$ cat src/sv/etx_pkg.sv
// Shared types and constants of the neighbor link table.
// No dependencies; used by every module of the block.
package etx_pkg;

  localparam int unsigned TABLE_ENTRIES_DEF = 16;
  localparam int unsigned WINDOW_SLOTS_DEF  = 12;

  // Widths settled by the field ranges and the parameter ranges.
  localparam int unsigned MAP_W   = 16;
  localparam int unsigned SLOT_W  = 4;
  localparam int unsigned CNT_W   = 4;
  localparam int unsigned REV_W   = 8;
  localparam int unsigned ADDR_W  = 32;
  localparam int unsigned D_W     = 12;
  localparam int unsigned DIV_W   = D_W + 1;
  localparam int unsigned NUM_W   = 21;
  localparam int unsigned ETX_W   = 32;

  localparam logic [NUM_W-1:0] METRIC_NUM      = NUM_W'(2000000);
  localparam logic [ETX_W-1:0] METRIC_INFINITE = '1;

  typedef enum logic [1:0] {
    ACT_UPDATE = 2'd0,
    ACT_TICK   = 2'd1,
    ACT_QUERY  = 2'd2,
    ACT_REPORT = 2'd3
  } action_e;

  typedef enum logic [2:0] {
    CELL_HOLD,
    CELL_INSERT,
    CELL_UPDATE,
    CELL_TICK,
    CELL_ROTATE
  } cell_op_e;

  typedef enum logic [2:0] {
    S_IDLE,
    S_QMUL,
    S_QDIV,
    S_REPORT,
    S_RFIN
  } state_e;

  typedef struct packed {
    action_e           action;
    logic [ADDR_W-1:0] neighbor_address;
    logic [7:0]        probe_slot;
    logic [REV_W-1:0]  reverse_count;
  } in_word_t;

  typedef struct packed {
    logic              ok;
    logic [ETX_W-1:0]  etx_value;
    logic [ADDR_W-1:0] report_address;
    logic [CNT_W-1:0]  report_count;
    logic              last;
  } out_word_t;

  typedef struct packed {
    logic              valid;
    logic [ADDR_W-1:0] addr;
    logic [MAP_W-1:0]  map;
    logic [REV_W-1:0]  rev;
  } entry_t;

  typedef struct packed {
    cell_op_e          op;
    logic [ADDR_W-1:0] addr;
    logic [MAP_W-1:0]  set_mask;
    logic [REV_W-1:0]  rev;
    logic [MAP_W-1:0]  keep_mask;
    logic [MAP_W-1:0]  win_mask;
  } cell_ctrl_t;

endpackage

$ cat src/sv/etx_cell.sv
// One neighbor entry of the sorted table chain.
// Depends on etx_pkg; instantiated in a row by the top level.
module etx_cell (
  input  logic                clk_i,
  input  logic                rst_ni,
  input  etx_pkg::cell_ctrl_t ctrl_i,
  input  etx_pkg::entry_t     left_i,
  input  etx_pkg::entry_t     right_i,
  input  logic                prev_keep_i,
  output etx_pkg::entry_t     ent_o,
  output logic                keep_o,
  output logic                match_o,
  output logic [3:0]          count_o
);
  import etx_pkg::*;

  entry_t ent_q, ent_d;
  logic [MAP_W-1:0] win;

  assign ent_o   = ent_q;
  assign keep_o  = ent_q.valid && (ent_q.addr < ctrl_i.addr);
  assign match_o = ent_q.valid && (ent_q.addr == ctrl_i.addr);
  assign win     = ent_q.map & ctrl_i.win_mask;

  always_comb begin
    count_o = '0;
    for (int j = 0; j < MAP_W; j++) begin
      count_o = count_o + CNT_W'(win[j]);
    end
  end

  always_comb begin
    ent_d = ent_q;
    case (ctrl_i.op)
      CELL_INSERT: begin
        // Entries above the new address move up one place to keep the order.
        if (!keep_o) begin
          if (prev_keep_i) begin
            ent_d.valid = 1'b1;
            ent_d.addr  = ctrl_i.addr;
            ent_d.map   = ctrl_i.set_mask;
            ent_d.rev   = ctrl_i.rev;
          end else begin
            ent_d = left_i;
          end
        end
      end
      CELL_UPDATE: begin
        if (match_o) begin
          ent_d.map = ent_q.map | ctrl_i.set_mask;
          ent_d.rev = ctrl_i.rev;
        end
      end
      CELL_TICK:   ent_d.map = ent_q.map & ctrl_i.keep_mask;
      CELL_ROTATE: ent_d = right_i;
      default:     ent_d = ent_q;
    endcase
  end

  always_ff @(posedge clk_i or negedge rst_ni) begin
    if (!rst_ni) begin
      ent_q <= '0;
    end else begin
      ent_q <= ent_d;
    end
  end

endmodule

$ cat src/sv/etx_div.sv
// Restoring divider for the rounded metric, one quotient bit per cycle.
// Depends on etx_pkg; computes (2000000 + d) / (2 * d).
module etx_div (
  input  logic                    clk_i,
  input  logic                    rst_ni,
  input  logic                    start_i,
  input  logic [etx_pkg::D_W-1:0] d_i,
  output logic                    busy_o,
  output logic [etx_pkg::NUM_W-1:0] quo_o
);
  import etx_pkg::*;

  localparam int unsigned STEP_W = $clog2(NUM_W + 1);

  logic [DIV_W-1:0]  rem_q, div_q;
  logic [NUM_W-1:0]  quo_q;
  logic [STEP_W-1:0] step_q;
  logic              busy_q;
  logic [DIV_W:0]    shifted, diff;
  logic              ge;

  assign shifted = {rem_q, quo_q[NUM_W-1]};
  assign ge      = shifted >= {1'b0, div_q};
  assign diff    = shifted - {1'b0, div_q};
  assign busy_o  = busy_q;
  assign quo_o   = quo_q;

  always_ff @(posedge clk_i or negedge rst_ni) begin
    if (!rst_ni) begin
      busy_q <= 1'b0;
      step_q <= '0;
    end else if (start_i) begin
      busy_q <= 1'b1;
      step_q <= STEP_W'(NUM_W);
    end else if (busy_q) begin
      step_q <= step_q - 1'b1;
      if (step_q == STEP_W'(1)) begin
        busy_q <= 1'b0;
      end
    end
  end

  always_ff @(posedge clk_i) begin
    if (start_i) begin
      div_q <= {d_i, 1'b0};
      quo_q <= METRIC_NUM + NUM_W'(d_i);
      rem_q <= '0;
    end else if (busy_q) begin
      rem_q <= ge ? diff[DIV_W-1:0] : shifted[DIV_W-1:0];
      quo_q <= {quo_q[NUM_W-2:0], ge};
    end
  end

endmodule

$ cat src/sv/etx_neighbor_link_table.sv
// Channel  | Handshake             | Word
// in       | in_valid_i/in_stall_o | etx_pkg::in_word_t (action, address, slot, reverse)
// out      | out_valid_o/out_stall_i | etx_pkg::out_word_t (ok, etx, address, count, last)
// A query of a stored entry runs the bit-serial divider (one quotient bit per
// cycle) before its result word. A report rotates the cell chain once and then
// issues a final word. An output stall holds the sequencer in place. Reset
// clears all entries and the slot.
// Depends on etx_pkg, etx_cell and etx_div.
module etx_neighbor_link_table #(
  parameter int unsigned TABLE_ENTRIES = etx_pkg::TABLE_ENTRIES_DEF,
  parameter int unsigned WINDOW_SLOTS  = etx_pkg::WINDOW_SLOTS_DEF
) (
  input  logic               clk_i,
  input  logic               rst_ni,
  input  logic               in_valid_i,
  output logic               in_stall_o,
  input  etx_pkg::in_word_t  in_word_i,
  output logic               out_valid_o,
  input  logic               out_stall_i,
  output etx_pkg::out_word_t out_word_o
);
  import etx_pkg::*;

  localparam int unsigned IDX_W = $clog2(TABLE_ENTRIES);
  localparam logic [MAP_W-1:0] SlotMask = MAP_W'((33'd1 << WINDOW_SLOTS) - 33'd1);
  localparam logic [SLOT_W-1:0] LastSlot = SLOT_W'(WINDOW_SLOTS - 1);

  state_e state_q, state_d;
  logic [SLOT_W-1:0] slot_q, slot_d, slot_nx, slot_nn;
  logic [CNT_W-1:0]  qcnt_q, qcnt_d, sel_cnt;
  logic [REV_W-1:0]  qrev_q, qrev_d, sel_rev;
  logic [IDX_W-1:0]  step_q, step_d;
  logic              hold_v_q, hold_v_d;
  logic [ADDR_W-1:0] hold_addr_q, hold_addr_d;
  logic [CNT_W-1:0]  hold_cnt_q, hold_cnt_d;
  logic              inf_q, inf_d;
  out_word_t         out_q, out_d;
  logic              out_v_q, out_load;
  logic              out_free, accept, found, full;
  logic [D_W-1:0]    prod;
  logic              div_start, div_busy;
  logic [NUM_W-1:0]  div_quo;
  logic [MAP_W-1:0]  set_mask;
  cell_ctrl_t        ctrl;

  entry_t            ent   [TABLE_ENTRIES];
  logic              keep  [TABLE_ENTRIES];
  logic              match [TABLE_ENTRIES];
  logic [CNT_W-1:0]  cnt   [TABLE_ENTRIES];

  for (genvar i = 0; i < TABLE_ENTRIES; i++) begin : g_cell
    etx_cell u_cell (
      .clk_i       (clk_i),
      .rst_ni      (rst_ni),
      .ctrl_i      (ctrl),
      .left_i      (ent[(i + TABLE_ENTRIES - 1) % TABLE_ENTRIES]),
      .right_i     (ent[(i + 1) % TABLE_ENTRIES]),
      .prev_keep_i ((i == 0) ? 1'b1 : keep[(i + TABLE_ENTRIES - 1) % TABLE_ENTRIES]),
      .ent_o       (ent[i]),
      .keep_o      (keep[i]),
      .match_o     (match[i]),
      .count_o     (cnt[i])
    );
  end

  etx_div u_div (
    .clk_i   (clk_i),
    .rst_ni  (rst_ni),
    .start_i (div_start),
    .d_i     (prod),
    .busy_o  (div_busy),
    .quo_o   (div_quo)
  );

  assign out_free   = !out_v_q || !out_stall_i;
  assign in_stall_o = (state_q != S_IDLE) || !out_free;
  assign accept     = in_valid_i && !in_stall_o;
  assign full       = ent[TABLE_ENTRIES-1].valid;
  assign out_valid_o = out_v_q;
  assign out_word_o  = out_q;
  assign prod       = D_W'(qcnt_q) * D_W'(qrev_q);

  assign slot_nx  = (slot_q == LastSlot) ? '0 : slot_q + 1'b1;
  assign slot_nn  = (slot_nx == LastSlot) ? '0 : slot_nx + 1'b1;
  assign set_mask = (in_word_i.probe_slot < 8'(WINDOW_SLOTS)) ?
                    (MAP_W'(1) << in_word_i.probe_slot[SLOT_W-1:0]) : '0;

  // The matching cell is unique, so the fields merge by OR.
  always_comb begin
    found   = 1'b0;
    sel_cnt = '0;
    sel_rev = '0;
    for (int i = 0; i < TABLE_ENTRIES; i++) begin
      found   = found | match[i];
      sel_cnt = sel_cnt | (match[i] ? cnt[i] : '0);
      sel_rev = sel_rev | (match[i] ? ent[i].rev : '0);
    end
  end

  always_comb begin
    state_d = state_q;
    unique case (state_q)
      S_IDLE: begin
        if (accept && in_word_i.action == ACT_QUERY && found) begin
          state_d = S_QMUL;
        end else if (accept && in_word_i.action == ACT_REPORT) begin
          state_d = S_REPORT;
        end
      end
      S_QMUL:   state_d = S_QDIV;
      S_QDIV:   if (!div_busy && out_free) state_d = S_IDLE;
      S_REPORT: if (out_free && step_q == IDX_W'(TABLE_ENTRIES - 1)) state_d = S_RFIN;
      S_RFIN:   if (out_free) state_d = S_IDLE;
      default:  state_d = S_IDLE;
    endcase
  end

  always_comb begin
    ctrl.op        = CELL_HOLD;
    ctrl.addr      = in_word_i.neighbor_address;
    ctrl.set_mask  = set_mask;
    ctrl.rev       = in_word_i.reverse_count;
    ctrl.keep_mask = SlotMask & ~(MAP_W'(1) << slot_nn);
    ctrl.win_mask  = SlotMask & ~(MAP_W'(1) << slot_q) & ~(MAP_W'(1) << slot_nx);
    slot_d      = slot_q;
    qcnt_d      = qcnt_q;
    qrev_d      = qrev_q;
    step_d      = step_q;
    hold_v_d    = hold_v_q;
    hold_addr_d = hold_addr_q;
    hold_cnt_d  = hold_cnt_q;
    inf_d       = inf_q;
    div_start   = 1'b0;
    out_load    = 1'b0;
    out_d       = '0;
    unique case (state_q)
      S_IDLE: begin
        if (accept) begin
          out_d.last = 1'b1;
          unique case (in_word_i.action)
            ACT_UPDATE: begin
              out_load = 1'b1;
              out_d.ok = found || !full;
              if (found) begin
                ctrl.op = CELL_UPDATE;
              end else if (!full) begin
                ctrl.op = CELL_INSERT;
              end
            end
            ACT_TICK: begin
              out_load = 1'b1;
              out_d.ok = 1'b1;
              ctrl.op  = CELL_TICK;
              slot_d   = slot_nx;
            end
            ACT_QUERY: begin
              qcnt_d = sel_cnt;
              qrev_d = sel_rev;
              if (!found) begin
                out_load        = 1'b1;
                out_d.etx_value = METRIC_INFINITE;
              end
            end
            ACT_REPORT: begin
              step_d   = '0;
              hold_v_d = 1'b0;
            end
            default: out_load = 1'b0;
          endcase
        end
      end
      S_QMUL: begin
        div_start = 1'b1;
        inf_d     = (prod == '0);
      end
      S_QDIV: begin
        if (!div_busy && out_free) begin
          out_load        = 1'b1;
          out_d.ok        = 1'b1;
          out_d.last      = 1'b1;
          out_d.etx_value = inf_q ? METRIC_INFINITE : ETX_W'(div_quo);
        end
      end
      S_REPORT: begin
        // Cell 0 shows each entry in ascending order as the chain rotates.
        // A found entry waits in the hold stage until the next one proves it
        // is not the final word.
        if (out_free) begin
          ctrl.op = CELL_ROTATE;
          step_d  = step_q + 1'b1;
          if (ent[0].valid && cnt[0] != '0) begin
            hold_v_d             = 1'b1;
            hold_addr_d          = ent[0].addr;
            hold_cnt_d           = cnt[0];
            out_load             = hold_v_q;
            out_d.ok             = 1'b1;
            out_d.report_address = hold_addr_q;
            out_d.report_count   = hold_cnt_q;
          end
        end
      end
      S_RFIN: begin
        if (out_free) begin
          out_load   = 1'b1;
          out_d.last = 1'b1;
          if (hold_v_q) begin
            out_d.ok             = 1'b1;
            out_d.report_address = hold_addr_q;
            out_d.report_count   = hold_cnt_q;
          end
        end
      end
      default: out_load = 1'b0;
    endcase
  end

  always_ff @(posedge clk_i or negedge rst_ni) begin
    if (!rst_ni) begin
      state_q  <= S_IDLE;
      slot_q   <= '0;
      out_v_q  <= 1'b0;
      hold_v_q <= 1'b0;
      step_q   <= '0;
    end else begin
      state_q  <= state_d;
      slot_q   <= slot_d;
      hold_v_q <= hold_v_d;
      step_q   <= step_d;
      if (out_load) begin
        out_v_q <= 1'b1;
      end else if (!out_stall_i) begin
        out_v_q <= 1'b0;
      end
    end
  end

  always_ff @(posedge clk_i) begin
    qcnt_q      <= qcnt_d;
    qrev_q      <= qrev_d;
    hold_addr_q <= hold_addr_d;
    hold_cnt_q  <= hold_cnt_d;
    inf_q       <= inf_d;
    if (out_load) begin
      out_q <= out_d;
    end
  end

endmodule

$ cat config.mk
export PLATFORM = sky130hd
export DESIGN_NAME = etx_neighbor_link_table
export DESIGN_NICKNAME = d
export VERILOG_FILES = /design/src/sv/etx_pkg.sv /design/src/sv/etx_cell.sv /design/src/sv/etx_div.sv /design/src/sv/etx_neighbor_link_table.sv
export SDC_FILE = /design/constraint.sdc
export NUM_CORES = 2
export LEC_CHECK = 0
export BUFFER_PORTS_ARGS = -buffer_cell sky130_fd_sc_hd__clkbuf_2
export CORE_UTILIZATION = 35
export CTS_CLUSTER_SIZE = 30
export DETAILED_ROUTE_END_ITERATION = 6
export GPL_TIMING_DRIVEN = 0
export PLACE_DENSITY_LB_ADDON = 0.25
export RECOVER_POWER = 25
export SLEW_MARGIN = 40
export SYNTH_ARGS = -nofsm -noshare
export SYNTH_HDL_FRONTEND = slang
export SYNTH_SLANG_ARGS = --single-unit
export TNS_END_PERCENT = 20
$ cat constraint.sdc
create_clock -name clk_i -period 15 [get_ports clk_i]
set_input_delay 1.5 -clock clk_i [delete_from_list [all_inputs] [get_ports clk_i]]
set_output_delay 1.5 -clock clk_i [all_outputs]
set_load 0.05 [all_outputs]
==> run metrics <==
Final nets=9700; Sequential Power Share=33.3%; R2R Setup Slk=6.34 ns; startpoint types=primary input; number of global-route vias before repair=71198; DRT antenna net count=0; TritonCTS clock tree=built; Final min period=10.08 ns; leading cell type in the layout, fill and taps excluded=nand2_1; hold endpoint=u_div.rem_q[11]; hpwl dp=327 mm; Post-CTS Hold Fix Bufs=0; Root Driver=clkbuf_16; # DRC=50; run status=finished, violations left; clock transition at the registers of the reported paths=0.06 ns; post-route clock skew=0.0368 ns; Post-Route WL=433 mm; capture point of the worst reg-to-reg path=out_word_o[18]; multi-input logic area=0.0458 sq mm; die height=466 um; asr flop ratio synth=84.8%; Initial Util=35.3%; CP Max Fanout=59; Cell Area, Synth=0.0752 sq mm; layout cells sized above 1=11.3%; top_reg_cell synth=dfrtp_1; Ports=126; synth unique cells=97; Sink Count=1022; Syn Area/Cell=8.74 sq um; final setup fails=0; Hold Path Depth=2; Placer Congestion=1.08; Clock Path Buffers=3; share of the yosys chip area belonging to registers=34.8%; Internal=0.00725 W; CP dominant cell by count=clkbuf_1; # rows=169; CP Launch Point=rst_ni; Critical Path AT=10.15 ns; Final Util=40.1%; Worst-Margin Slew=3.76 ns; Post-synth EDFFs=142; Final Slew Violations=535; Yosys warnings=0; 1st-iter DRT viols=12228; CP max stage delay=2.76 ns; Hold Fails Final Rpt=0; 1st-pass router iterations=7; Peak VDD IR=0.108 mV; Layout fillers=21245; postcts setup bufs=0; Tcrit/Tclk final=67.2%; first-pass GRT wire length=588 mm; H-tree depth=4; total global-route track usage=39.0%; Slowest-stage cell, CP=clkbuf_1; Net Switching=0.00627 W; power consumption=0.0135 W; Tightest Hold Check Type=reg -> reg; Reg area=0.0262 sq mm; Req. time, crit path=15.07 ns; Post-CTS Resized=0; worst path cell trace=clkbuf_1 > clkbuf_1 > clkbuf_1 > clkbuf_1; TNS Setup=0 ns; critical path class=in -> async; worst reg2reg path depth=23; MaxCap Viol Count=10; Comb pwr share=41.2%; Synth Register Bits=1022; RSZ-0062 raised after global routing=false; number of cells after detailed placement=11583; GRT Residual Overflow=0; PD cells=158 mW/mm^2; P_leak=38.5 nW; Worst Min Path Start=u_div.rem_q[10]; start of the worst register-to-register path=slot_q[0]; Yosys top cell area share=28.8%; via count normalized by instance count=6.42; switching share of power=46.4%; total core area=0.213 sq mm; CP endpoint kind=asynchronous set/reset pin; Port Buf Inserts=92; initial antenna violation count=46; Worst slew margin=-150%; die area=0.217 sq mm; DR vias=76154; Max Clk Rate=99.2 MHz; cell count after synthesis=8611; post-route insts no fill=11863; largest net degree at the start of global routing=66; clk_lat worst skew=0.85 ns; Die W=466 um; cell taking the most area after synthesis=dfrtp_1; area delta synth->final=13.6%; dominant cells by area after synthesis=dfrtp_1 (29%), ha_1 (10%), mux2i_1 (9.0%); CTS buffer count=133; part of the power in the clock network=25.5%; Net Count, Synth=9407; failing checks=DRC, capacitance limit, slew limit; commonest non-fill, non-tap cells in the layout=nand2_1 (1131), o21ai_0 (940), dfrtp_1 (867), nor2_1 (735), a21oi_1 (732); Routed WL per cell=36.5 um
power by group through the flow:
| stage | Sequential, W | Clock (W) | Combinational [W] |
|---|---|---|---|
| after CTS | 0.00443 | 0.00344 | 0.00538 |
| final | 0.00450 | 0.00344 | 0.00557 |
| after global placement | 0.00448 | 0 | 0.00515 |
| after detailed placement | 0.00447 | 0 | 0.00536 |
| after global routing | 0.00451 | 0.00354 | 0.00590 |
| after floorplan | 0.00416 | 0 | 0.00314 |
worst max-delay path: cells and delay by family:
kind	cells	cell delay, ns
buffers and inverters	4	8.46
state kept, by name (all words and copies together), names as in the netlist, 5 cells and up:
register,flops
qrev_q,8
out_word_o,60
u_div.rem_q,13
u_div.step_q,5
u_div.quo_o,21
g_cell.u_cell.ent_o,848
hold_addr_q,32
u_div.div_q,12
logic make-up after synthesis:
| kind of cell | Yosys count | share of synthesized area [%] |
|---|---|---|
| and+or+nand+nor | 2530 | 14.9 |
| muxes | 785 | 10.6 |
| xor gates and xnor gates | 39 | 0.454 |
| adders and majority gates | 742 | 13.6 |
| DFF | 1022 | 34.8 |
| AOI/OAI and AO/OA | 2573 | 20.6 |
| buffers and inverters | 920 | 5.07 |
layout make-up:
class,instances,area share [%]
Multi-Input combinational cell,6669,53.6
Sequential cell,1022,30.7
Clock buffer,183,4.36
Tap cell,2821,4.13
Buffer,622,3.42
Timing Repair Buffer,158,1.47
Inverter,298,1.31
Clock inverter,61,0.887
Antenna cell,29,0.0849
layer usage:
layer  GRT usage, %  up-vias  wire length, um
met1           52.2    37818           174000
met5              0        -              186
li1               -    31610                -
met4           22.5       20            28200
met3           13.6     1129            57300
met2           53.9     5577           173000
how the worst max path moves through the flow:
stage                                              to  slack (ns)  cells after the start
final                      g_cell[14].u_cell.ent_o[5]        4.92                      4
after global routing       g_cell[14].u_cell.ent_o[9]        3.59                      4
after CTS                              out_word_o[18]        6.44                     23
after detailed placement  g_cell[10].u_cell.ent_o[11]        6.27                     16
after global placement      g_cell[6].u_cell.ent_o[3]      -11.41                      1
after floorplan                         out_word_o[0]        6.25                     21
per-stage QoR:
stage | hold slack (ns) | area [sq um] | setup WS, ns
after floorplan | 0.462 | 75200 | 6.25
after global placement | 0.480 | 79200 | -11.41
after detailed placement | 0.491 | 80900 | 6.27
after CTS | 0.492 | 85400 | 6.44
after global routing | 0.515 | 85400 | 3.59
final | 0.490 | 85400 | 4.92
synth_stat cells (26+ instances only):
master and count:
o21ai_0 948, edfxtp_1 142, and3_1 29, nand4_1 133, mux2_2 107, o22ai_1 33
buf_4 30, buf_1 29, mux2i_1 677, ha_1 617, a22o_1 67, a211oi_1 93
nand2b_1 26, inv_1 298, a221oi_1 43, dfrtp_1 867, clkbuf_1 396, a21oi_1 748
o21ai_1 94, a22oi_1 32, o211ai_1 98, a21o_1 139, nor3_1 95, buf_2 160
nor2_1 743, nor2b_1 46, nand2_1 1132, o21a_1 30, fa_1 125, and2_1 155
nand3_1 75, a222oi_1 115
Note: power is estimated with default switching activity, not from simulation.
